## src/hw/rtl/fta_pkg.sv

```systemverilog
// ----------------------------------------------------------------------------
// fta_pkg
// Shared types and constants of the truncating single-precision ALU.
// ----------------------------------------------------------------------------
package fta_pkg;

  // operation codes
  typedef enum logic [1:0] {
    OP_ADD = 2'd0,
    OP_SUB = 2'd1,
    OP_MUL = 2'd2,
    OP_DIV = 2'd3
  } op_e;

  // status codes
  typedef enum logic [1:0] {
    ST_OK    = 2'd0,
    ST_RANGE = 2'd1,
    ST_NAN   = 2'd2,
    ST_DIVZ  = 2'd3
  } status_e;

  localparam int unsigned MantW  = 24;
  localparam int unsigned FracW  = 23;
  localparam int unsigned ExpW   = 11;
  localparam int unsigned MagW   = 32;
  localparam int unsigned DvsW   = 9;
  localparam int unsigned QuoW   = 24;
  localparam int unsigned NumW   = 24;
  localparam int unsigned DivStepsPerStage = 6;
  localparam int unsigned DivStages        = QuoW / DivStepsPerStage;
  localparam int unsigned Bias   = 127;
  localparam int unsigned ExpTop = 255;

  // word moving through the middle of the pipeline
  typedef struct packed {
    logic                   dz;
    logic                   is_div;
    logic                   sgn;
    logic signed [ExpW-1:0] exp;
    logic [MagW-1:0]        mag;
  } ctl_t;

  // normalized word before the range check
  typedef struct packed {
    logic                   dz;
    logic                   zero;
    logic                   sgn;
    logic signed [ExpW-1:0] exp;
    logic [FracW-1:0]       frac;
  } norm_t;

endpackage

```

## src/hw/rtl/fta_div_stage.sv

```systemverilog
// ----------------------------------------------------------------------------
// fta_div_stage
// One registered slice of the restoring divider, a few quotient bits each.
// ----------------------------------------------------------------------------
module fta_div_stage (
  input  logic                        clk_i,
  input  logic                        en_i,
  input  logic [fta_pkg::DvsW-1:0]    rem_i,
  input  logic [fta_pkg::QuoW-1:0]    quo_i,
  input  logic [fta_pkg::NumW-1:0]    num_i,
  input  logic [fta_pkg::DvsW-1:0]    dvs_i,
  output logic [fta_pkg::DvsW-1:0]    rem_o,
  output logic [fta_pkg::QuoW-1:0]    quo_o,
  output logic [fta_pkg::NumW-1:0]    num_o,
  output logic [fta_pkg::DvsW-1:0]    dvs_o
);

  logic [fta_pkg::DvsW-1:0] rem_d;
  logic [fta_pkg::QuoW-1:0] quo_d;
  logic [fta_pkg::NumW-1:0] num_d;

  // shift in one dividend bit per step, subtract when it fits
  always_comb begin
    logic [fta_pkg::DvsW:0] t;
    t     = '0;
    rem_d = rem_i;
    quo_d = quo_i;
    num_d = num_i;
    for (int i = 0; i < int'(fta_pkg::DivStepsPerStage); i++) begin
      t     = {rem_d, num_d[fta_pkg::NumW-1]};
      num_d = {num_d[fta_pkg::NumW-2:0], 1'b0};
      if (t >= {1'b0, dvs_i}) begin
        t     = t - {1'b0, dvs_i};
        quo_d = {quo_d[fta_pkg::QuoW-2:0], 1'b1};
      end else begin
        quo_d = {quo_d[fta_pkg::QuoW-2:0], 1'b0};
      end
      rem_d = t[fta_pkg::DvsW-1:0];
    end
  end

  always_ff @(posedge clk_i) begin
    if (en_i) begin
      rem_o <= rem_d;
      quo_o <= quo_d;
      num_o <= num_d;
      dvs_o <= dvs_i;
    end
  end

endmodule

```

## src/hw/rtl/fta_norm.sv

```systemverilog
// ----------------------------------------------------------------------------
// fta_norm
// Leading-one search, truncating normalize and rebias, registered.
// ----------------------------------------------------------------------------
module fta_norm (
  input  logic           clk_i,
  input  logic           en_i,
  input  fta_pkg::ctl_t  ctl_i,
  output fta_pkg::norm_t norm_o
);

  logic [4:0]                      lz;
  logic [fta_pkg::MagW-1:0]        shifted;
  fta_pkg::norm_t                  norm_d;

  // count leading zeros of the magnitude
  always_comb begin
    logic found;
    found = 1'b0;
    lz    = '0;
    for (int i = fta_pkg::MagW - 1; i >= 0; i--) begin
      if (!found && ctl_i.mag[i]) begin
        lz    = 5'(fta_pkg::MagW - 1 - i);
        found = 1'b1;
      end
    end
  end

  // leading one to bit 31, fraction sits just below it
  always_comb begin
    shifted       = ctl_i.mag << lz;
    norm_d.dz     = ctl_i.dz;
    norm_d.zero   = (ctl_i.mag == '0);
    norm_d.sgn    = ctl_i.sgn;
    norm_d.frac   = shifted[fta_pkg::MagW-2 -: fta_pkg::FracW];
    norm_d.exp    = ctl_i.exp + fta_pkg::ExpW'(fta_pkg::Bias + 8)
                    - $signed({{(fta_pkg::ExpW-5){1'b0}}, lz});
  end

  always_ff @(posedge clk_i) begin
    if (en_i) begin
      norm_o <= norm_d;
    end
  end

endmodule

```

## src/hw/rtl/float32_truncating_alu.sv

```systemverilog
// ----------------------------------------------------------------------------
// float32_truncating_alu
// Single-precision add, subtract, multiply and divide with truncation.
// ----------------------------------------------------------------------------
// Fully pipelined: one word enters per cycle while the output does not stall,
// and each result passes through the stages decode, align/add or multiply
// with the first divide slice, three more divide slices, normalize and pack.
// The restoring divider of 24 quotient bits, six bits per stage, sets the depth.
// A stall at the output holds the whole pipeline; in_ready_o is low only
// while the output word waits and out_ready_i is low.
module float32_truncating_alu (
  input  logic        clk_i,
  input  logic        rst_ni,
  input  logic        in_valid_i,
  output logic        in_ready_o,
  input  logic [1:0]  req_type_i,
  input  logic [31:0] operand_a_i,
  input  logic [31:0] operand_b_i,
  output logic        out_valid_o,
  input  logic        out_ready_i,
  output logic [31:0] result_word_o,
  output logic [1:0]  status_code_o
);

  localparam int unsigned NS = fta_pkg::DivStages;

  logic en;

  // stage 1: decoded operands
  logic                          v1_q;
  fta_pkg::op_e                  op_q;
  logic signed [9:0]             ea_q, eb_q;
  logic [fta_pkg::MantW-1:0]     ma_q, mb_q;
  logic                          sa_q, sb_q, dz_q;

  // middle stages
  logic          v_q   [NS];
  fta_pkg::ctl_t ctl_q [NS];
  fta_pkg::ctl_t ctl_d;
  fta_pkg::ctl_t ctl_fin;

  logic [fta_pkg::DvsW-1:0] rem [NS+1];
  logic [fta_pkg::QuoW-1:0] quo [NS+1];
  logic [fta_pkg::NumW-1:0] num [NS+1];
  logic [fta_pkg::DvsW-1:0] dvs [NS+1];

  logic           v6_q;
  fta_pkg::norm_t norm;

  logic        out_vld_q;
  logic [31:0] word_q;
  logic [1:0]  status_q;

  assign en         = !out_vld_q || out_ready_i;
  assign in_ready_o = en;

  // stage 1: unpack fields, effective sign of b, divide-by-zero check
  always_ff @(posedge clk_i or negedge rst_ni) begin
    if (!rst_ni) begin
      v1_q <= 1'b0;
    end else if (en) begin
      v1_q <= in_valid_i;
    end
  end

  always_ff @(posedge clk_i) begin
    if (en) begin
      op_q <= fta_pkg::op_e'(req_type_i);
      ea_q <= $signed({2'b00, operand_a_i[30:23]}) - 10'sd127;
      eb_q <= $signed({2'b00, operand_b_i[30:23]}) - 10'sd127;
      ma_q <= {1'b1, operand_a_i[22:0]};
      mb_q <= {1'b1, operand_b_i[22:0]};
      sa_q <= operand_a_i[31];
      sb_q <= operand_b_i[31] ^ (fta_pkg::op_e'(req_type_i) == fta_pkg::OP_SUB);
      dz_q <= (fta_pkg::op_e'(req_type_i) == fta_pkg::OP_DIV)
              && (operand_b_i[30:0] == 31'd0);
    end
  end

  // stage 2: align and add, or multiply; for divide only the exponent difference
  always_comb begin
    logic signed [9:0]         ediff;
    logic signed [9:0]         ndiff;
    logic [8:0]                shamt;
    logic                      a_gt;
    logic [fta_pkg::MantW-1:0] lo_mant, shf, ma_al, mb_al;
    logic [47:0]               prod;
    ediff   = ea_q - eb_q;
    ndiff   = eb_q - ea_q;
    a_gt    = ediff > 10'sd0;
    shamt   = a_gt ? ediff[8:0] : ndiff[8:0];
    lo_mant = a_gt ? mb_q : ma_q;
    shf     = (shamt >= 9'd32) ? '0 : lo_mant >> shamt[4:0];
    ma_al   = a_gt ? ma_q : shf;
    mb_al   = a_gt ? shf : mb_q;
    prod    = 48'(ma_q) * 48'(mb_q);

    ctl_d.dz     = dz_q;
    ctl_d.is_div = (op_q == fta_pkg::OP_DIV);
    ctl_d.sgn    = sa_q ^ sb_q;
    ctl_d.exp    = '0;
    ctl_d.mag    = '0;
    case (op_q)
      fta_pkg::OP_ADD, fta_pkg::OP_SUB: begin
        ctl_d.exp = a_gt ? 11'(ea_q) : 11'(eb_q);
        if (sa_q == sb_q) begin
          ctl_d.mag = 32'(ma_al) + 32'(mb_al);
          ctl_d.sgn = sa_q;
        end else if (ma_al > mb_al) begin
          ctl_d.mag = 32'(ma_al - mb_al);
          ctl_d.sgn = sa_q;
        end else begin
          ctl_d.mag = 32'(mb_al - ma_al);
          ctl_d.sgn = sb_q;
        end
      end
      fta_pkg::OP_MUL: begin
        ctl_d.exp = 11'(ea_q) + 11'(eb_q);
        ctl_d.mag = 32'(prod[47:23]);
      end
      fta_pkg::OP_DIV: begin
        ctl_d.exp = 11'(ea_q) - 11'(eb_q);
      end
      default: ;
    endcase
  end

  // divider: (ma << 8) / (mb >> 15), top byte seeds the remainder
  assign rem[0] = {1'b0, ma_q[23:16]};
  assign quo[0] = '0;
  assign num[0] = {ma_q[15:0], 8'd0};
  assign dvs[0] = mb_q[23:15];

  for (genvar k = 0; k < NS; k++) begin : g_div
    fta_div_stage u_div (
      .clk_i (clk_i),
      .en_i  (en),
      .rem_i (rem[k]),
      .quo_i (quo[k]),
      .num_i (num[k]),
      .dvs_i (dvs[k]),
      .rem_o (rem[k+1]),
      .quo_o (quo[k+1]),
      .num_o (num[k+1]),
      .dvs_o (dvs[k+1])
    );
  end

  // stages 2 to 5: carry the word beside the divider
  always_ff @(posedge clk_i or negedge rst_ni) begin
    if (!rst_ni) begin
      for (int k = 0; k < int'(NS); k++) v_q[k] <= 1'b0;
    end else if (en) begin
      v_q[0] <= v1_q;
      for (int k = 1; k < int'(NS); k++) v_q[k] <= v_q[k-1];
    end
  end

  always_ff @(posedge clk_i) begin
    if (en) begin
      ctl_q[0] <= ctl_d;
      for (int k = 1; k < int'(NS); k++) ctl_q[k] <= ctl_q[k-1];
    end
  end

  always_comb begin
    ctl_fin = ctl_q[NS-1];
    if (ctl_q[NS-1].is_div) begin
      ctl_fin.mag = 32'(quo[NS]);
    end
  end

  // stage 6: normalize
  always_ff @(posedge clk_i or negedge rst_ni) begin
    if (!rst_ni) begin
      v6_q <= 1'b0;
    end else if (en) begin
      v6_q <= v_q[NS-1];
    end
  end

  fta_norm u_norm (
    .clk_i  (clk_i),
    .en_i   (en),
    .ctl_i  (ctl_fin),
    .norm_o (norm)
  );

  // stage 7: range check and pack into the output register
  always_ff @(posedge clk_i or negedge rst_ni) begin
    if (!rst_ni) begin
      out_vld_q <= 1'b0;
    end else if (en) begin
      out_vld_q <= v6_q;
    end
  end

  always_ff @(posedge clk_i) begin
    if (en) begin
      if (norm.dz) begin
        word_q   <= '0;
        status_q <= fta_pkg::ST_DIVZ;
      end else if (norm.zero) begin
        word_q   <= '0;
        status_q <= fta_pkg::ST_OK;
      end else if (norm.exp < 11'sd0 || norm.exp > 11'sd255) begin
        word_q   <= '0;
        status_q <= fta_pkg::ST_RANGE;
      end else if (norm.exp == 11'sd255 && norm.frac != '0) begin
        word_q   <= '0;
        status_q <= fta_pkg::ST_NAN;
      end else begin
        word_q   <= {norm.sgn, norm.exp[7:0], norm.frac};
        status_q <= fta_pkg::ST_OK;
      end
    end
  end

  assign out_valid_o   = out_vld_q;
  assign result_word_o = word_q;
  assign status_code_o = status_q;

endmodule
```

## config.mk

```make
export PLATFORM = sky130hd
export DESIGN_NAME = float32_truncating_alu
export DESIGN_NICKNAME = d
export VERILOG_FILES = /design/src/hw/rtl/fta_pkg.sv /design/src/hw/rtl/fta_div_stage.sv /design/src/hw/rtl/fta_norm.sv /design/src/hw/rtl/float32_truncating_alu.sv
export SDC_FILE = /design/constraint.sdc
export NUM_CORES = 2
export LEC_CHECK = 0
export BUFFER_PORTS_ARGS = -buffer_cell sky130_fd_sc_hd__buf_2
export CAP_MARGIN = 20
export CELL_PAD_IN_SITES_DETAIL_PLACEMENT = 1
export CELL_PAD_IN_SITES_GLOBAL_PLACEMENT = 2
export CORE_UTILIZATION = 35
export DETAILED_ROUTE_END_ITERATION = 10
export PLACE_DENSITY = 0.75
export SYNTH_ARGS = -nofsm -noshare
export SYNTH_HDL_FRONTEND = slang
export SYNTH_SLANG_ARGS = --single-unit
```

## constraint.sdc

```tcl
create_clock -name clk_i -period 38.5 [get_ports clk_i]
set_clock_uncertainty 0.2 [all_clocks]
set_input_delay 0 -clock clk_i [delete_from_list [all_inputs] [get_ports clk_i]]
set_output_delay 0 -clock clk_i [all_outputs]
set_load 0.02 [all_outputs]
```

# Word-level counts from Yosys, hierarchy flattened
# Memories as Yosys holds them, arrays and structs flattened.
# Index checks and enable logic that the tools add are counted.
# totals
ff_bits	272
ramBits	184
input_bits	70
word_cells	312
memories	1
# classes
addsub	34
multipliers	1
magnitude_cmp	29
eq_ne	7
n_shift	2
muxes	128
bitwise	2
reduce_logical	73
# memory_table
name	words	word_bits	read_ports	rd_ports_with_merged_regs	write_ports	line	rtl
ctl_q	4	46	4	0	4	float32_truncating_alu.sv:38	fta_pkg::ctl_t ctl_q [NS];
# ops
op	n
$ge 10x9->1	23
$mux 9	24
$sub 9x9->9	24
$mux 32	3
$mux 5	16
$mux 24	3
$pmux 32 s2	1
$mux 1	61
$sub 24x24->25	2
$mul 24x24->48	1
$logic_and 1x1->1	33
$pmux 11 s3	1
$logic_not 1->1	32
$logic_not 32->1	1
$mux 4	8
$shl 32x5->31	1
$logic_not 31->1	1
$add 24x24->25	1
$gt 24x24->1	1
$shr 24x5->24	1
$mux 23	1
$reduce_bool 23->1	1
$sub 9x9->10	2
$sub 8x7->9 const B	2
20 further kinds	32

# Depth between registers and ports, before layout
# An unclocked memory read counts as a cell.
# depth
word_depth	97
ltp_mapped	69

# By module
# Synthesis repeated with hierarchy kept, for this count alone.
# hier_totals
cells_unflattened	5868
hier_area_um2	57786.7
# modules_own_cells
module	n_inst	cells_per_inst	area_each_um2
float32_truncating_alu	1	3479	34264.1
fta_div_stage	4	479	4847.1
fta_norm	1	473	4134.0

# Worst setup path before layout
# Ideal clock, no wire load.
# synth_path
path_type	reg-to-reg
startpoint	register mb_q[16] (netlist bit)
endpoint	register g_div[0].u_div.rem_o[1] (netlist bit) (data pin)
arrival_ns	12.239
t_required_ns	38.040
slack_ns	25.801
path_stages_with_launch	58
synth_period_minus_slack_ns	12.699
path_cell_list	edfxtp_1 -> clkbuf_1 -> inv_1 -> ha_1 -> nor2b_1 -> o31a_1 -> o211ai_1 -> and3_1 -> inv_2 -> mux2_2 -> ha_1 -> a21o_1 -> a21o_1 -> o21ai_0 -> nand3_1 -> a31oi_1 -> clkbuf_1 -> mux2_2 -> [22 not listed] -> o21bai_1 -> a21oi_1 -> o21bai_1 -> a21oi_1 -> o21a_1 -> o21ai_1 -> clkbuf_1 -> nor2_1 -> a21oi_1 -> fa_1 -> a21o_1 -> a21oi_1 -> nor2_1 -> nor2_1 -> nand2_1 -> o21bai_1 -> a21oi_2 -> mux2_2
# synth_via
elab_chain_len	12
elab_cells_between_ends	18
# synth_lines
element	line	rtl
from (decl)	float32_truncating_alu.sv:33	logic [fta_pkg::MantW-1:0] ma_q, mb_q;
from (signal assigned)	float32_truncating_alu.sv:72	mb_q <= {1'b1, operand_b_i[22:0]};
$sub 9x9->9 / $ge 9x9->1 (equally long branches)	fta_div_stage.sv:33, fta_div_stage.sv:32	
$mux 9	fta_div_stage.sv:32	if (t >= {1'b0, dvs_i}) begin
$sub 9x9->9 / $ge 10x9->1 (equally long branches)	fta_div_stage.sv:33, fta_div_stage.sv:32	
$mux 9	fta_div_stage.sv:32	
$sub 9x9->9 / $ge 10x9->1 (equally long branches)	fta_div_stage.sv:33, fta_div_stage.sv:32	
$mux 9	fta_div_stage.sv:32	
$sub 9x9->9 / $ge 10x9->1 (equally long branches)	fta_div_stage.sv:33, fta_div_stage.sv:32	
$mux 9	fta_div_stage.sv:32	
$ge 10x9->1 / $sub 9x9->9 (equally long branches)	fta_div_stage.sv:32, fta_div_stage.sv:33	
$mux 9	fta_div_stage.sv:32	
$sub 9x9->9 / $ge 10x9->1 (equally long branches)	fta_div_stage.sv:33, fta_div_stage.sv:32	
$mux 9 *	fta_div_stage.sv:32	
named net g_div[0].u_div.rem_d (one bit)	fta_div_stage.sv:18	logic [fta_pkg::DvsW-1:0] rem_d;
to (signal assigned)	fta_div_stage.sv:44	rem_o <= rem_d;
to (decl)	fta_div_stage.sv:12	output logic [fta_pkg::DvsW-1:0] rem_o,
# The timed path passes the listed nets; every way through them passes the cells marked *.
# A chain may end at the register's enable or synchronous reset.

# Worst setup path in the final report
# layout_path
startpoint	register g_div[1].u_div.dvs_o[0] (netlist bit)
endpoint	register g_div[2].u_div.rem_o[4] (netlist bit) (data pin)
# layout_via
elab_chain_len	12
elab_cells_between_ends	18
# layout_lines
element	line	rtl
from (decl)	fta_div_stage.sv:15	output logic [fta_pkg::DvsW-1:0] dvs_o
from (signal assigned)	fta_div_stage.sv:47	dvs_o <= dvs_i;
$sub 9x9->9 / $ge 10x9->1 (equally long branches)	fta_div_stage.sv:33, fta_div_stage.sv:32	
$mux 9	fta_div_stage.sv:32	
$sub 9x9->9 / $ge 10x9->1 (equally long branches)	fta_div_stage.sv:33, fta_div_stage.sv:32	
$mux 9	fta_div_stage.sv:32	
$sub 9x9->9 / $ge 10x9->1 (equally long branches)	fta_div_stage.sv:33, fta_div_stage.sv:32	
$mux 9	fta_div_stage.sv:32	
$sub 9x9->9 / $ge 10x9->1 (equally long branches)	fta_div_stage.sv:33, fta_div_stage.sv:32	
$mux 9	fta_div_stage.sv:32	
$ge 10x9->1 / $sub 9x9->9 (equally long branches)	fta_div_stage.sv:32, fta_div_stage.sv:33	
$mux 9	fta_div_stage.sv:32	
$sub 9x9->9 / $ge 10x9->1 (equally long branches)	fta_div_stage.sv:33, fta_div_stage.sv:32	
$mux 9 *	fta_div_stage.sv:32	
named net g_div[2].u_div.rem_d (one bit)	fta_div_stage.sv:18	
to (signal assigned)	fta_div_stage.sv:44	
to (decl)	fta_div_stage.sv:12	
# Marked as above.

==> metrics <==
main area contributors after synthesis=edfxtp_1 (25%), fa_1 (20%), ha_1 (12%), inv_1 (5.5%), and2_1 (4.0%); initial DRC count=1863; FF-to-FF End=g_div[2].u_div.rem_o[4]; pin count of the biggest net entering global routing=171; CTS-repair resized insts=0; worst r2r src=g_div[1].u_div.dvs_o[0]; Final Net Count=6454; Die Ht=383 um; Setup TNS Final=0 ns; WS Path Type=flip-flop to flip-flop; Peak Freq=71.0 MHz; Least-Margin Pin Slew=1.08 ns; GP Congestion=0.882; CP max stage delay=0.70 ns; failing checks=DRC; vias in the first global route=41828; Residual DRC=16; first-pass GRT wire length=247000 um; hold path depth=2; most frequent cells in the layout=inv_1 (743), fa_1 (506), ha_1 (479), edfxtp_1 (421), nand2_1 (411); clk_lat worst skew=0.67 ns; minimum clock period=14.08 ns; final antenna-violating net count=0; Cell variety after synth=100; Final Hold Viols=0; die area=147000 um^2; Synth Net Count=6279; CTS H-tree lvls=2; relative slew slack=28.0%; critical path endpoint category=flip-flop; fin crit share=36.6%; deepest clock path buffer count=3; met3 usage=2.33%; Post-synth EDFFs=421; Core Footprint=144000 um^2; TritonCTS Buffers=52; area leader, netlist=edfxtp_1; R2R cell count=54; final core utilization=39.3%; Hold Path Sink=mb_q[11]; max-slew violations=0; sequential area share after synthesis=25.2%; Yosys Warn Count=0; drt pass-1 iters=10; Main synth FF type=edfxtp_1; r2r setup slk=24.42 ns; RSZ-0062 raised after global routing=false; # rows=139; clock sink count=428; PortBufs=105; Reg clk slew, reported paths=0.06 ns; CTS tree=done; GRT Residual Overflow=0; Clock Tree Root=clkbuf_16; HP Start=operand_b_i[11]; Routed Wire Length=157000 um; met1 Use GR=28.7%; Post-Synthesis Cell Area=50900 um^2; fill count=16408; IO Pins=106; Hold/Removal Path Class=input pin to flip-flop; initial antenna violation count=3; Syn Area/Cell=9.74 um^2; post-synth top area share=24.8%; Layout area overhead=11.3%; grt peak-use layer=met2; Tot GR Track Use=21.6%; Die Wd=383 um; Yosys reg bits=428; fraction of layout cells with a size suffix above 1=8.01%; Vias/cell=5.26; commonest non-fill, non-tap cell in the layout=inv_1; via count=38645; ys async rst share=1.64%; nature of the critical path startpoint=flip-flop; wire length per cell=21.4 um; Area after DPL=53600 um^2; cell mode on critical path=o21a_1; dpl hpwl=117000 um; Starting Density=35.3%; CP Data Required Time=38.67 ns; outcome=finished with violations; worst path arrival time=14.24 ns; number of max-cap violations=0; Final Instance Area=56600 um^2; crit-path max FO=17; met2 usage=37.8%; Final setup viols=0; slowest cell on the critical path=a211oi_2; synthesized instance count=5224
-- per-layer routing --
layer	wire, um	up-vias
li1	-	18027
met1	71900	19849
met2	76900	620
met3	5660	149
met4	2750	0
met5	0	-
-- per-stage QoR --
step | worst slack, ns | hold slack, ns | std cells
finish | 24.42 | 0.0267 | 7345
global route | 23.21 | 0.0243 | 7343
CTS | 24.33 | 0.00592 | 7342
detailed placement | 24.31 | -0.360 | 7106
global placement | 24.61 | -0.363 | 7106
floorplan | 25.80 | -0.496 | 5224
-- registers in the layout, indices dropped and copies added (netlist names) --
signal             count
ctl_q                156
dz_q                   1
ea_q                   9
eb_q                   9
g_div.u_div.dvs_o     24
g_div.u_div.num_o     14
g_div.u_div.quo_o     60
g_div.u_div.rem_o     27
ma_q                  23
mb_q                  23
op_q                   2
out_valid_o            1
result_word_o         32
sa_q                   1
sb_q                   1
status_code_o          2
u_norm.norm_o         37
v1_q                   1
v6_q                   1
v_q                    4
-- worst max path at each step --
stage	start	to	slack [ns]	depth (start not counted)
CTS	g_div[1].u_div.dvs_o[0]	g_div[2].u_div.rem_o[4]	24.33	54
global route	g_div[1].u_div.dvs_o[0]	g_div[2].u_div.rem_o[4]	23.21	54
detailed placement	g_div[1].u_div.dvs_o[0]	g_div[2].u_div.rem_o[5]	24.31	54
finish	g_div[1].u_div.dvs_o[0]	g_div[2].u_div.rem_o[4]	24.42	54
global placement	mb_q[21]	g_div[0].u_div.rem_o[2]	24.61	54
floorplan	mb_q[16]	g_div[0].u_div.rem_o[1]	25.80	57
-- critical path: cells and delay by family (launching register included) --
family | cells | cell delay (ns)
DFF | 1 | 0.61
AOI/OAI and AO/OA | 23 | 5.99
and+or+nand+nor | 13 | 1.93
buffers and inverters | 6 | 0.76
muxes | 5 | 1.80
adders and majority gates | 7 | 2.50
-- Yosys cell counts, drive strengths merged (17+ instances only) --
cell type	count
a211oi	29
a21o	110
clkbuf	172
mux2	110
nand4	43
nor2b	49
o21ai	196
nor3	55
edfxtp	421
o21bai	49
nor2	306
a31oi	30
o22ai	24
o31ai	31
inv	753
buf	30
xor2	52
or2	19
xnor2	138
mux4	17
and2	326
mux2i	177
a21oi	275
nand3	37
ha	479
nand2b	42
fa	506
nor4	23
o211ai	25
nand2	411
o21a	55
-- area by class of cell --
cell class / count / area [um^2] / share of cell area (%)
Multi-Input combinational cell: 3831 / 34500 / 60.8
Sequential cell: 428 / 12800 / 22.6
Inverter: 763 / 2880 / 5.08
Timing Repair Buffer: 323 / 2520 / 4.46
Tap cell: 1903 / 2380 / 4.20
Clock buffer: 53 / 1310 / 2.30
Clock inverter: 42 / 284 / 0.501
Antenna cell: 2 / 5.00 / 0.00883
-- repair_timing --
item	in CTS	in global routing
hold buffers	141	0
endpoints found under the hold margin	83	0
setup buffers	0	0
-- cell families after synthesis --
family	share of synthesized area [%]
simple gates	13.5
fa+ha+maj	31.7
compound gates	12.4
buf+inv	7.21
flops	25.2
mux	6.76
xor+xnor	3.27
Power is not shown: default switching activity piles up to over one toggle a cycle in this logic, so the estimate is an artifact.
